`config.mk`:
```
export PLATFORM = sky130hd
export DESIGN_NAME = spectrum_bar_peak_hold_flat
export DESIGN_NICKNAME = d
export VERILOG_FILES = /design/src/hdl/sbph_pkg.sv /design/src/hdl/sbph_if.sv /design/src/hdl/sbph_cell.sv /design/src/hdl/sbph_div.sv /design/src/hdl/spectrum_bar_peak_hold.sv /design/src/flat_wrapper.sv
export SDC_FILE = /design/constraint.sdc
export NUM_CORES = 2
export LEC_CHECK = 0
export BUFFER_PORTS_ARGS = -buffer_cell sky130_fd_sc_hd__buf_2
export CELL_PAD_IN_SITES_DETAIL_PLACEMENT = 0
export CELL_PAD_IN_SITES_GLOBAL_PLACEMENT = 1
export CORE_MARGIN = 2
export CORE_UTILIZATION = 38
export CTS_CLUSTER_SIZE = 20
export DETAILED_ROUTE_END_ITERATION = 16
export PLACE_DENSITY_LB_ADDON = 0.1
export SYNTH_ARGS = -nofsm -noshare
export SYNTH_HDL_FRONTEND = slang
export SYNTH_SLANG_ARGS = --single-unit
```
`constraint.sdc`:
```
create_clock -name clk_i -period 31.6 [get_ports clk_i]
set_clock_uncertainty 0.1 [all_clocks]
set_input_delay 6.32 -clock clk_i [delete_from_list [all_inputs] [get_ports clk_i]]
set_output_delay 6.32 -clock clk_i [all_outputs]
set_load 0.02 [all_outputs]
```
`src/hdl/sbph_pkg.sv`:
```
// sbph_pkg: shared types, constants and register codes of the spectrum bar peak hold block
// no dependencies
`default_nettype none
package sbph_pkg;

  localparam int unsigned BANDS_DEF       = 32;
  localparam int unsigned SAMPLE_BITS_DEF = 16;

  localparam int unsigned IN_W    = 16;
  localparam int unsigned HGT_W   = 13;
  localparam int unsigned HOLD_W  = 6;
  localparam int unsigned IDX_W   = 5;
  localparam int unsigned CADDR_W = 3;
  localparam int unsigned CDATA_W = 16;

  localparam logic [HGT_W-1:0] Q8_ONE = 13'd256;

  typedef enum logic [CADDR_W-1:0] {
    REG_SCALE_TARGET  = 3'd0,
    REG_MAX_HEIGHT    = 3'd1,
    REG_FALL_THRESH   = 3'd2,
    REG_FALL_STEP     = 3'd3,
    REG_HOLD_FRAMES   = 3'd4,
    REG_PEAK_DECAY    = 3'd5,
    REG_PEAK_RESET    = 3'd6,
    REG_UNUSED        = 3'd7
  } reg_idx_e;

  // per band display state carried along the cell row
  typedef struct packed {
    logic [HGT_W-1:0]  bar;
    logic [HGT_W-1:0]  marker;
    logic [HOLD_W-1:0] hold;
  } band_t;

endpackage
`default_nettype wire

```
`src/hdl/sbph_if.sv`:
```
// sbph channel interfaces: band input, result output and register write
// depends on sbph_pkg
`default_nettype none
interface sbph_in_if
  import sbph_pkg::*;
();
  logic            valid;
  logic            ready;
  logic [IN_W-1:0] band_value;
  modport source (output valid, output band_value, input ready);
  modport sink   (input valid, input band_value, output ready);
endinterface

interface sbph_out_if
  import sbph_pkg::*;
();
  logic             valid;
  logic             ready;
  logic [IDX_W-1:0] band_index;
  logic [HGT_W-1:0] bar_height;
  logic [HGT_W-1:0] peak_level;
  logic             last_band;
  modport source (output valid, output band_index, output bar_height, output peak_level,
                  output last_band, input ready);
  modport sink   (input valid, input band_index, input bar_height, input peak_level,
                  input last_band, output ready);
endinterface

interface sbph_cfg_if
  import sbph_pkg::*;
();
  logic               valid;
  logic               ready;
  logic [CADDR_W-1:0] index;
  logic [CDATA_W-1:0] data;
  modport source (output valid, output index, output data, input ready);
  modport sink   (input valid, input index, input data, output ready);
endinterface
`default_nettype wire

```
`src/hdl/sbph_cell.sv`:
```
// sbph_cell: one band slot of the cell row, holds a magnitude and display state
// depends on sbph_pkg
`default_nettype none
module sbph_cell
  import sbph_pkg::*;
#(
  parameter int unsigned SAMPLE_BITS = SAMPLE_BITS_DEF
) (
  input  wire logic                   clk_i,
  input  wire logic                   rst_ni,
  input  wire logic                   load_i,
  input  wire logic                   rot_i,
  input  wire logic [SAMPLE_BITS-1:0] value_i,
  input  wire band_t                  state_i,
  output      logic [SAMPLE_BITS-1:0] value_o,
  output      band_t                  state_o
);

  logic [SAMPLE_BITS-1:0] value_q;
  band_t                  state_q;

  always_ff @(posedge clk_i) begin
    if (load_i || rot_i) begin
      value_q <= value_i;
    end
  end

  always_ff @(posedge clk_i or negedge rst_ni) begin
    if (!rst_ni) begin
      state_q <= '0;
    end else if (rot_i) begin
      state_q <= state_i;
    end
  end

  assign value_o = value_q;
  assign state_o = state_q;

endmodule
`default_nettype wire

```
`src/hdl/sbph_div.sv`:
```
// sbph_div: restoring radix-2 divider, one quotient bit per cycle
// depends on sbph_pkg
`default_nettype none
module sbph_div
  import sbph_pkg::*;
#(
  parameter int unsigned NUM_W = 29,
  parameter int unsigned DEN_W = 16
) (
  input  wire logic             clk_i,
  input  wire logic             rst_ni,
  input  wire logic             start_i,
  input  wire logic [NUM_W-1:0] num_i,
  input  wire logic [DEN_W-1:0] den_i,
  output      logic             busy_o,
  output      logic [NUM_W-1:0] quot_o
);

  localparam int unsigned CNT_W = $clog2(NUM_W + 1);

  logic [CNT_W-1:0] cnt_q, cnt_d;
  logic [NUM_W-1:0] num_q, num_d;
  logic [DEN_W-1:0] rem_q, rem_d;
  logic [DEN_W-1:0] den_q;
  logic [DEN_W:0]   trial;
  logic [DEN_W:0]   diff;

  assign trial = {rem_q, num_q[NUM_W-1]};
  assign diff  = trial - {1'b0, den_q};

  always_comb begin
    cnt_d = cnt_q;
    num_d = num_q;
    rem_d = rem_q;
    if (start_i) begin
      cnt_d = CNT_W'(NUM_W);
      num_d = num_i;
      rem_d = '0;
    end else if (cnt_q != '0) begin
      cnt_d = cnt_q - 1'b1;
      if (trial >= {1'b0, den_q}) begin
        rem_d = diff[DEN_W-1:0];
        num_d = {num_q[NUM_W-2:0], 1'b1};
      end else begin
        rem_d = trial[DEN_W-1:0];
        num_d = {num_q[NUM_W-2:0], 1'b0};
      end
    end
  end

  always_ff @(posedge clk_i or negedge rst_ni) begin
    if (!rst_ni) begin
      cnt_q <= '0;
    end else begin
      cnt_q <= cnt_d;
    end
  end

  always_ff @(posedge clk_i) begin
    num_q <= num_d;
    rem_q <= rem_d;
    if (start_i) begin
      den_q <= den_i;
    end
  end

  assign busy_o = (cnt_q != '0);
  assign quot_o = num_q;

endmodule
`default_nettype wire

```
`src/hdl/spectrum_bar_peak_hold.sv`:
```
// spectrum_bar_peak_hold: top level, cell row, frame peak, sequencer and band update
// depends on sbph_pkg, sbph_if, sbph_cell, sbph_div
//
// Usage: band magnitudes arrive one request at a time on in_ch, BANDS per frame.
// Each value shifts into the tail of a row of cells; while a frame is loading
// in_ch is ready every cycle. The request carrying the last band closes the frame:
// the frame counter and the running peak are updated, then the row rotates once
// per band through one shared multiply and divide unit. Band 0 sits at the head,
// its magnitude times scale_target is registered (ST_MUL), the divider is started
// (ST_START) and divides by the frame peak (ST_DIV) until it is done, and the bar,
// marker and hold count are updated and written back at the tail (ST_UPD).
// Results go out on out_ch in band order, with last_band on the final one.
// A result waits in the output register; if out_ch stalls, the update of the
// next band waits, and in_ch is not ready again until the last band is issued.
// Registers are written on cfg_ch, always ready; the user must write them only
// while the block is idle, which the block itself does not enforce.
// Reset clears bars, markers, hold counts, frame peak and counters and loads
// the register defaults; no clearing pass is needed.
`default_nettype none
module spectrum_bar_peak_hold
  import sbph_pkg::*;
#(
  parameter int unsigned BANDS       = BANDS_DEF,
  parameter int unsigned SAMPLE_BITS = SAMPLE_BITS_DEF
) (
  input  wire logic clk_i,
  input  wire logic rst_ni,
  sbph_in_if.sink   in_ch,
  sbph_out_if.source out_ch,
  sbph_cfg_if.sink  cfg_ch
);

  localparam int unsigned IW    = $clog2(BANDS);
  localparam int unsigned NUM_W = SAMPLE_BITS + HGT_W;

  typedef enum logic [4:0] {
    ST_LOAD  = 5'b00001,
    ST_MUL   = 5'b00010,
    ST_START = 5'b00100,
    ST_DIV   = 5'b01000,
    ST_UPD   = 5'b10000
  } state_e;

  state_e state_q, state_d;

  // registers
  logic [HGT_W-1:0]  scale_q, maxh_q;
  logic [9:0]        thr_q, step_q;
  logic [HOLD_W-1:0] holdf_q;
  logic [7:0]        decay_q, prf_q;

  always_ff @(posedge clk_i or negedge rst_ni) begin
    if (!rst_ni) begin
      scale_q <= 13'd5120;
      maxh_q  <= 13'd7680;
      thr_q   <= 10'd154;
      step_q  <= 10'd179;
      holdf_q <= 6'd30;
      decay_q <= 8'd102;
      prf_q   <= 8'd25;
    end else if (cfg_ch.valid) begin
      unique case (reg_idx_e'(cfg_ch.index))
        REG_SCALE_TARGET: scale_q <= cfg_ch.data[HGT_W-1:0];
        REG_MAX_HEIGHT:   maxh_q  <= cfg_ch.data[HGT_W-1:0];
        REG_FALL_THRESH:  thr_q   <= cfg_ch.data[9:0];
        REG_FALL_STEP:    step_q  <= cfg_ch.data[9:0];
        REG_HOLD_FRAMES:  holdf_q <= cfg_ch.data[HOLD_W-1:0];
        REG_PEAK_DECAY:   decay_q <= cfg_ch.data[7:0];
        REG_PEAK_RESET:   prf_q   <= cfg_ch.data[7:0];
        default: ;
      endcase
    end
  end
  assign cfg_ch.ready = 1'b1;

  // cell row
  logic [SAMPLE_BITS-1:0] val_w [BANDS+1];
  band_t                  st_w  [BANDS+1];
  logic                   load_en, rot_en;
  logic [SAMPLE_BITS-1:0] in_val;
  band_t                  upd_st;

  assign in_val   = SAMPLE_BITS'(in_ch.band_value);
  assign val_w[BANDS] = load_en ? in_val : val_w[0];
  assign st_w[BANDS]  = upd_st;

  for (genvar k = 0; k < BANDS; k++) begin : g_cell
    sbph_cell #(.SAMPLE_BITS(SAMPLE_BITS)) u_cell (
      .clk_i   (clk_i),
      .rst_ni  (rst_ni),
      .load_i  (load_en),
      .rot_i   (rot_en),
      .value_i (val_w[k+1]),
      .state_i (st_w[k+1]),
      .value_o (val_w[k]),
      .state_o (st_w[k])
    );
  end

  // load side, frame peak
  logic [IW-1:0]          ld_cnt_q, idx_q;
  logic [SAMPLE_BITS-1:0] fmax_q, peak_q, fmax_now, held;
  logic [7:0]             fcnt_q;
  logic [8:0]             fnext;
  logic                   in_fire, last_ld, clr;

  assign in_ch.ready = (state_q == ST_LOAD);
  assign in_fire     = in_ch.valid && in_ch.ready;
  assign load_en     = in_fire;
  assign last_ld     = (ld_cnt_q == IW'(BANDS - 1));
  assign fmax_now    = (ld_cnt_q == '0 || in_val > fmax_q) ? in_val : fmax_q;
  assign fnext       = {1'b0, fcnt_q} + 9'd1;
  assign clr         = fnext > {1'b0, prf_q};
  assign held        = clr ? '0 : peak_q;

  always_ff @(posedge clk_i or negedge rst_ni) begin
    if (!rst_ni) begin
      ld_cnt_q <= '0;
      peak_q   <= '0;
      fcnt_q   <= '0;
    end else if (in_fire) begin
      if (last_ld) begin
        ld_cnt_q <= '0;
        fcnt_q   <= clr ? 8'd0 : fnext[7:0];
        peak_q   <= (fmax_now > held) ? fmax_now : held;
      end else begin
        ld_cnt_q <= ld_cnt_q + 1'b1;
      end
    end
  end

  always_ff @(posedge clk_i) begin
    if (in_fire) begin
      fmax_q <= fmax_now;
    end
  end

  // multiply and divide
  logic [NUM_W-1:0] prod_q, quot;
  logic             div_busy;

  always_ff @(posedge clk_i) begin
    if (state_q == ST_MUL) begin
      prod_q <= NUM_W'(val_w[0]) * NUM_W'(scale_q);
    end
  end

  sbph_div #(.NUM_W(NUM_W), .DEN_W(SAMPLE_BITS)) u_div (
    .clk_i   (clk_i),
    .rst_ni  (rst_ni),
    .start_i (state_q == ST_START),
    .num_i   (prod_q),
    .den_i   (peak_q),
    .busy_o  (div_busy),
    .quot_o  (quot)
  );

  // band update
  logic [HGT_W-1:0]  y_sc, y, old, mk;
  logic [HOLD_W-1:0] hd;
  logic              out_free;

  always_comb begin
    if (peak_q == '0) begin
      y_sc = '0;
    end else if (quot > NUM_W'(maxh_q)) begin
      y_sc = maxh_q;
    end else begin
      y_sc = quot[HGT_W-1:0];
    end
    old = st_w[0].bar;
    y   = y_sc;
    if (old > y_sc && (old - y_sc) > HGT_W'(thr_q)) begin
      y = (old > HGT_W'(step_q)) ? (old - HGT_W'(step_q)) : '0;
    end
    mk = st_w[0].marker;
    hd = st_w[0].hold;
    if (y > mk) begin
      mk = y;
      hd = holdf_q;
    end
    if (hd != '0) begin
      hd = hd - 1'b1;
    end
    if (mk > Q8_ONE && hd == '0) begin
      mk = mk - HGT_W'(decay_q);
    end
    upd_st = '{bar: y, marker: mk, hold: hd};
  end

  assign out_free = !out_ch.valid || out_ch.ready;
  assign rot_en   = (state_q == ST_UPD) && out_free;

  // sequencer
  always_comb begin
    state_d = state_q;
    unique case (state_q)
      ST_LOAD:  if (in_fire && last_ld) state_d = ST_MUL;
      ST_MUL:   state_d = ST_START;
      ST_START: state_d = ST_DIV;
      ST_DIV:   if (!div_busy) state_d = ST_UPD;
      ST_UPD:   if (out_free) state_d = (idx_q == IW'(BANDS - 1)) ? ST_LOAD : ST_MUL;
      default:  state_d = ST_LOAD;
    endcase
  end

  logic             ovalid_q;
  logic [IDX_W-1:0] oidx_q;
  logic [HGT_W-1:0] obar_q, opk_q;
  logic             olast_q;

  always_ff @(posedge clk_i or negedge rst_ni) begin
    if (!rst_ni) begin
      state_q  <= ST_LOAD;
      idx_q    <= '0;
      ovalid_q <= 1'b0;
    end else begin
      state_q <= state_d;
      if (rot_en) begin
        ovalid_q <= 1'b1;
        idx_q    <= (idx_q == IW'(BANDS - 1)) ? '0 : idx_q + 1'b1;
      end else if (out_ch.ready) begin
        ovalid_q <= 1'b0;
      end
    end
  end

  always_ff @(posedge clk_i) begin
    if (rot_en) begin
      oidx_q  <= IDX_W'(idx_q);
      obar_q  <= y;
      opk_q   <= mk;
      olast_q <= (idx_q == IW'(BANDS - 1));
    end
  end

  assign out_ch.valid      = ovalid_q;
  assign out_ch.band_index = oidx_q;
  assign out_ch.bar_height = obar_q;
  assign out_ch.peak_level = opk_q;
  assign out_ch.last_band  = olast_q;

endmodule
`default_nettype wire

```
`src/flat_wrapper.sv`:
```
// flat-port wrapper written by rule: the top's interface ports become plain ports
module spectrum_bar_peak_hold_flat import sbph_pkg::*;
#(
  parameter int unsigned BANDS       = BANDS_DEF,
  parameter int unsigned SAMPLE_BITS = SAMPLE_BITS_DEF
)
  (clk_i, rst_ni, in_ch_valid, in_ch_band_value, in_ch_ready, out_ch_valid, out_ch_band_index, out_ch_bar_height, out_ch_peak_level, out_ch_last_band, out_ch_ready, cfg_ch_valid, cfg_ch_index, cfg_ch_data, cfg_ch_ready);
  sbph_in_if in_ch_i ();
  sbph_out_if out_ch_i ();
  sbph_cfg_if cfg_ch_i ();
  input  wire logic clk_i;
  input  wire logic rst_ni;
  input wire logic [$bits(in_ch_i.valid)-1:0] in_ch_valid;
  input wire logic [$bits(in_ch_i.band_value)-1:0] in_ch_band_value;
  output wire logic [$bits(in_ch_i.ready)-1:0] in_ch_ready;
  output wire logic [$bits(out_ch_i.valid)-1:0] out_ch_valid;
  output wire logic [$bits(out_ch_i.band_index)-1:0] out_ch_band_index;
  output wire logic [$bits(out_ch_i.bar_height)-1:0] out_ch_bar_height;
  output wire logic [$bits(out_ch_i.peak_level)-1:0] out_ch_peak_level;
  output wire logic [$bits(out_ch_i.last_band)-1:0] out_ch_last_band;
  input wire logic [$bits(out_ch_i.ready)-1:0] out_ch_ready;
  input wire logic [$bits(cfg_ch_i.valid)-1:0] cfg_ch_valid;
  input wire logic [$bits(cfg_ch_i.index)-1:0] cfg_ch_index;
  input wire logic [$bits(cfg_ch_i.data)-1:0] cfg_ch_data;
  output wire logic [$bits(cfg_ch_i.ready)-1:0] cfg_ch_ready;
  assign in_ch_i.valid = in_ch_valid;
  assign in_ch_i.band_value = in_ch_band_value;
  assign in_ch_ready = in_ch_i.ready;
  assign out_ch_valid = out_ch_i.valid;
  assign out_ch_band_index = out_ch_i.band_index;
  assign out_ch_bar_height = out_ch_i.bar_height;
  assign out_ch_peak_level = out_ch_i.peak_level;
  assign out_ch_last_band = out_ch_i.last_band;
  assign out_ch_i.ready = out_ch_ready;
  assign cfg_ch_i.valid = cfg_ch_valid;
  assign cfg_ch_i.index = cfg_ch_index;
  assign cfg_ch_i.data = cfg_ch_data;
  assign cfg_ch_ready = cfg_ch_i.ready;
  spectrum_bar_peak_hold #(.BANDS(BANDS), .SAMPLE_BITS(SAMPLE_BITS)) u_core (.clk_i(clk_i), .rst_ni(rst_ni), .in_ch(in_ch_i), .out_ch(out_ch_i), .cfg_ch(cfg_ch_i));
endmodule
```
# Word level (Yosys, flattened, before mapping)

Cells that the tools add are included.

Reduce and logical (&&, ||, !) cells: 26
Order comparisons: 10
Multipliers: 1
Mux-type cells: 28
Equality and inequality tests: 16
Add/sub/neg operators: 9

Operator list:

| kind                                                                              | count |
|---|---|
| 16-bit two-way mux                                                                | 5 |
| 13-bit two-way mux                                                                | 6 |
| 29-bit two-way mux                                                                | 2 |
| 5-bit two-way mux                                                                 | 7 |
| 16-bit greater-than comparator                                                    | 2 |
| 29-bit by 13-bit greater-than comparator with 1-bit output                        | 1 |
| 16-bit by 13-bit multiplier with 29-bit output                                    | 1 |
| 13-bit by 10-bit greater-than comparator with 1-bit output                        | 2 |
| 13-bit greater-than comparator                                                    | 2 |
| 5-bit case mux with 5 select lines                                                | 1 |
| 17-bit by 16-bit >= comparator with 1-bit output                                  | 1 |
| 16-bit logical NOT                                                                | 1 |
| 2-bit AND reduction                                                               | 8 |
| 16-bit subtractor                                                                 | 1 |
| 5-bit == test (second input constant)                                             | 3 |
| 13-bit by 9-bit greater-than comparator with 1-bit output (second input constant) | 1 |
| 13-bit by 10-bit subtractor with 13-bit output                                    | 1 |
| 13-bit subtractor                                                                 | 1 |
| 13-bit by 8-bit subtractor with 13-bit output                                     | 1 |
| 6-bit two-way mux                                                                 | 2 |
| 5-bit by 1-bit adder with 5-bit output (second input constant)                    | 2 |
| 8-bit by 1-bit adder with 9-bit output (second input constant)                    | 1 |
| 3-bit == test (second input constant)                                             | 3 |
| 9-bit by 8-bit greater-than comparator with 1-bit output                          | 1 |
| 23 further kinds                                                                  | 34 |

Output and inout port bits: 35
Bits of input ports: 40
Register bits: 1787

# Depth between registers and ports, before layout

Depth after elaboration: 14
Depth in mapped cells: 54
Gate-level depth less buffers: 49

# Cells and area by module

A second synthesis with hierarchy kept.

Cells, all modules: 4926
Area, all modules: 80531.0 um^2

By module, submodules not included:

| module                 | area each (um^2) | cells an instance | times used |
|---|---|---|---|
| sbph_cell              | 1828.0           | 85                | 32 |
| spectrum_bar_peak_hold | 18410.2          | 1888              | 1 |
| sbph_div               | 3624.7           | 318               | 1 |

# Least setup slack after synthesis

OpenSTA, ideal clock, no wires.

Path kind: in2reg
Start: input out_ch_ready
End: register u_core.g_cell[0].u_cell.value_q[0], enable pin
Setup slack: 11.868 ns
Library setup time: 3.632 ns
Stages: 7
Data required time: 27.868 ns
Arrival time: 15.999 ns
Buffers on the path: 4
Cell sequence: nand2b_1 > nand2b_1 > clkbuf_1 > clkbuf_1 > clkbuf_1 > clkbuf_1 > nand2_1

Cells in the longest elaborated chain, start to end: 3

RTL lines:

| item                   | RTL line                      | RTL |
|---|---|---|
| start: declaration     | flat_wrapper.sv:21            | `input wire logic [$bits(out_ch_i.ready)-1:0] out_ch_ready;` |
| 1-bit logical OR       | spectrum_bar_peak_hold.sv:191 | `assign out_free = !out_ch.valid \|\| out_ch.ready;` |
| 1-bit logical AND      | spectrum_bar_peak_hold.sv:192 | `assign rot_en = (state_q == ST_UPD) && out_free;` |
| 1-bit logical OR       | sbph_cell.sv:23               | `if (load_i \|\| rot_i) begin` |
| end signal: assignment | sbph_cell.sv:24               | `value_q <= value_i;` |
| end: declaration       | sbph_cell.sv:19               | `logic [SAMPLE_BITS-1:0] value_q;` |

No other way between the ends.
A chain may end at the register's enable or synchronous reset.

==> results.cfg <==
[clocking]
clk_latency_ns = 0.85
ctsHoldBuffers = 0
cts.sinks = 1787
clk_path_buf_depth = 3
clkTransAtPathRegs_ns = 0.06
cts.repair.resized = 0
htreeDepth = 4
clk_root_buffer_cell = clkbuf_16
cts_tree = built
cts_setup_buffers = 0
cts_buffers = 195

[die]
coreArea_mm2 = 0.197
die_y_um = 449
num_rows = 163
initial_core_util_pct = 38.2
pin_count = 75
die_area_mm2 = 0.201
die_w_um = 449

[sta]
fin_crit_ns = 12.11
fin_setup_tns_ns = 0
worst_pin_slew_ns = 1.27
max_freq_ghz = 0.0826
drv_slew = 0
finalCritPeriodShare_pct = 38.3
hold_viol_final = 0
slew_headroom_pct = 14.9
setup_viol = 0
grt_setup_unrepaired = false

[grt]
grt_pass1_wl_um = 260000
grt_usage_pct = 15.9
grt_pass1_vias = 46100
gr-total-overflow = 0
grt_max_degree = 226
antenna_found_initial = 5

[worst_hold_path]
min_path_type = reg -> reg

[routing]
vias = 46200
vias_per_cell = 4.68
wire_per_inst_um = 16.1
drc = 0
dr_wl_met3_um = 5190
firstDrtPassIters = 5
drtIter0Drc = 3779
wirelength_met1_um = 84600
met2_length_um = 64900
drt.antenna.violating_nets = 0
topRoutingLayerUsed = met4
routed_wirelength_um = 158000

[yosys]
synthFlopType = dfrtp_1
synth_seq_area_share_pct = 63.7
synth_edf_count = 634
synth_fp_nets = 7457
synth_seq_cells = 1787
synth_area_mm2 = 0.0751
postSynthAreaPerCell_um2 = 10.7
syn_inst = 7052
synth_warnings = 0
synthArstFlopShare_pct = 63.6
ys_types = 77

[setup_path]
crit_arrival_ns = 12.72
worst_setup_path_start_kind = register
slowest_stage = o211ai_2
cp_max_fo = 31
critical_path_buf_inv_count = 4
crit_top_cell = a21oi_1
setup.worst_path.class = reg -> reg
required_ns = 32.21
path_delay_family = compound AO/OA/AOI/OAI gates
critical-path-max-stage-delay_ns = 0.77
endpoint_kind = register

[layout]
fillers = 18900
nets = 7471
syn_to_final_growth_pct = 12.7
drive_gt1_share_pct = 7.97

[place]
hpwl_um = 95300
gp_congestion = 0.812
io_buffers = 70

[power_and_ir_drop]
p_leak_nw = 41.4
power_mw = 8.46
powerDensity_mw_per_mm2 = 99.9
peakVddDrop_mv = 0.158

[outcome]
outcome = finished clean

[job]
drv_cap = 0
cell usage after synthesis (all sizes together) (6+ instances only):
| library cell | n | area, um2 |
|---|---|---|
| mux2i | 42 | 420 |
| o21a | 25 | 188 |
| a32o | 15 | 150 |
| a31oi | 12 | 81.3 |
| fa | 158 | 3160 |
| dfrtp | 1110 | 27800 |
| clkbuf | 291 | 1090 |
| or3 | 6 | 37.5 |
| ha | 207 | 2590 |
| nor3 | 21 | 110 |
| nand4 | 29 | 181 |
| nor2 | 63 | 236 |
| dfxtp | 16 | 320 |
| nand4b | 6 | 52.6 |
| nand3 | 34 | 170 |
| o211ai | 8 | 75.1 |
| nand3b | 8 | 60.1 |
| a221oi | 8 | 82.6 |
| nand2b | 15 | 93.8 |
| xor2 | 20 | 175 |
| a211o | 9 | 78.8 |
| nand2 | 3348 | 12600 |
| o31ai | 12 | 104 |
| buf | 18 | 96.3 |
| a21o | 23 | 173 |
| or2 | 17 | 106 |
| nor2b | 15 | 93.8 |
| nor4 | 19 | 119 |
| mux2 | 91 | 1020 |
| o21bai | 15 | 113 |
| edfxtp | 634 | 19000 |
| o22ai | 6 | 37.5 |
| and2 | 92 | 576 |
| inv | 300 | 1130 |
| o21ai | 135 | 676 |
| a211oi | 11 | 82.6 |
| dfstp | 27 | 709 |
| a21oi | 72 | 364 |
| xnor2 | 48 | 420 |
| and3 | 17 | 106 |
placed cells by master, fill, tap and decap left out, drive strengths merged, types with 91 or more instances in the layout:
master and count:
nand2 3348, dfrtp 1110, edfxtp 634, inv 305, clkbuf 287, ha 207, fa 158, o21ai 135
buf 126, and2 92, mux2 91
cell families after synthesis:
| kind of cell | Yosys count | synth area share (%) |
|---|---|---|
| other | 1 | 0.00499 |
| flip-flops | 1787 | 63.7 |
| buffers and inverters | 610 | 3.09 |
| multiplexers | 133 | 1.92 |
| AO/OA/AOI/OAI | 385 | 3.36 |
| adder cells (fa/ha/maj) | 365 | 7.66 |
| XOR/XNOR | 68 | 0.793 |
| AND/OR/NAND/NOR | 3703 | 19.5 |
sequential cells by signal, summed over array words and instances (netlist names), 6 cells and up:
name and cells:
u_core.prod_q 29, u_core.out_ch.bar_height 13, u_core.out_ch.peak_level 13, u_core.scale_q 13, u_core.decay_q 8, u_core.step_q 10
u_core.g_cell.u_cell.state_o 1024, u_core.holdf_q 6, u_core.thr_q 10, u_core.prf_q 8, u_core.u_div.quot_o 29, u_core.peak_q 16
u_core.fmax_q 16, u_core.fcnt_q 8, u_core.u_div.rem_q 16, u_core.g_cell.u_cell.value_o 512, u_core.u_div.den_q 16, u_core.maxh_q 13
final timing paths:
kind,start,end,slack [ns],cells past startpoint
max in group asynchronous,rst_ni,u_core.g_cell[25].u_cell.state_o[4],22.16,5
worst min-delay path,u_core.g_cell[2].u_cell.value_o[5],u_core.g_cell[1].u_cell.value_o[5],0.30,0
worst min register to register,u_core.g_cell[2].u_cell.value_o[5],u_core.g_cell[1].u_cell.value_o[5],0.30,0
worst max-delay path,u_core.maxh_q[11],u_core.g_cell[31].u_cell.state_o[18],19.49,47
min in group asynchronous,rst_ni,u_core.out_ch.valid,5.40,1
worst max register to register,u_core.maxh_q[11],u_core.g_cell[31].u_cell.state_o[18],19.49,47
power by group:
group          leakage (nW)  internal (mW)  switching, mW
registers              21.9           2.87          0.133
logic                  16.4           1.34           1.86
clock network          3.17           1.31          0.952
total                  41.4           5.52           2.94
layer usage:
layer,vias to the layer above,global-route usage [%]
met5,-,0
met2,540,22.1
met4,0,4.77
li1,22700,-
met1,22800,25.3
met3,238,2.49
per-stage QoR:
| stage | utilization, % | setup WS, ns | hold WS [ns] | cell area, um2 | std cells |
|---|---|---|---|---|---|
| after floorplan | - | 11.87 | 0.300 | 75100 | 7052 |
| after global placement | 39.7 | 19.43 | 0.300 | 78200 | 9509 |
| after detailed placement | 39.7 | 19.34 | 0.305 | 78200 | 9509 |
| after CTS | 43.0 | 19.29 | 0.298 | 84600 | 9869 |
| after global routing | 43.0 | 18.64 | 0.316 | 84600 | 9870 |
| final | 43.0 | 19.49 | 0.304 | 84700 | 9872 |
layout make-up:
class / instances / area (um2) / area share, %
clock inverter: 73 / 888 / 1.05
timing repair buffer: 126 / 886 / 1.05
clock buffer: 287 / 5610 / 6.62
sequential: 1787 / 47800 / 56.5
inverter: 301 / 1140 / 1.34
tap: 2640 / 3300 / 3.90
antenna: 3 / 7.51 / 0.00887
multi-input combinational: 4655 / 25000 / 29.5
No activity file was read; power rests on OpenSTA's default activity.
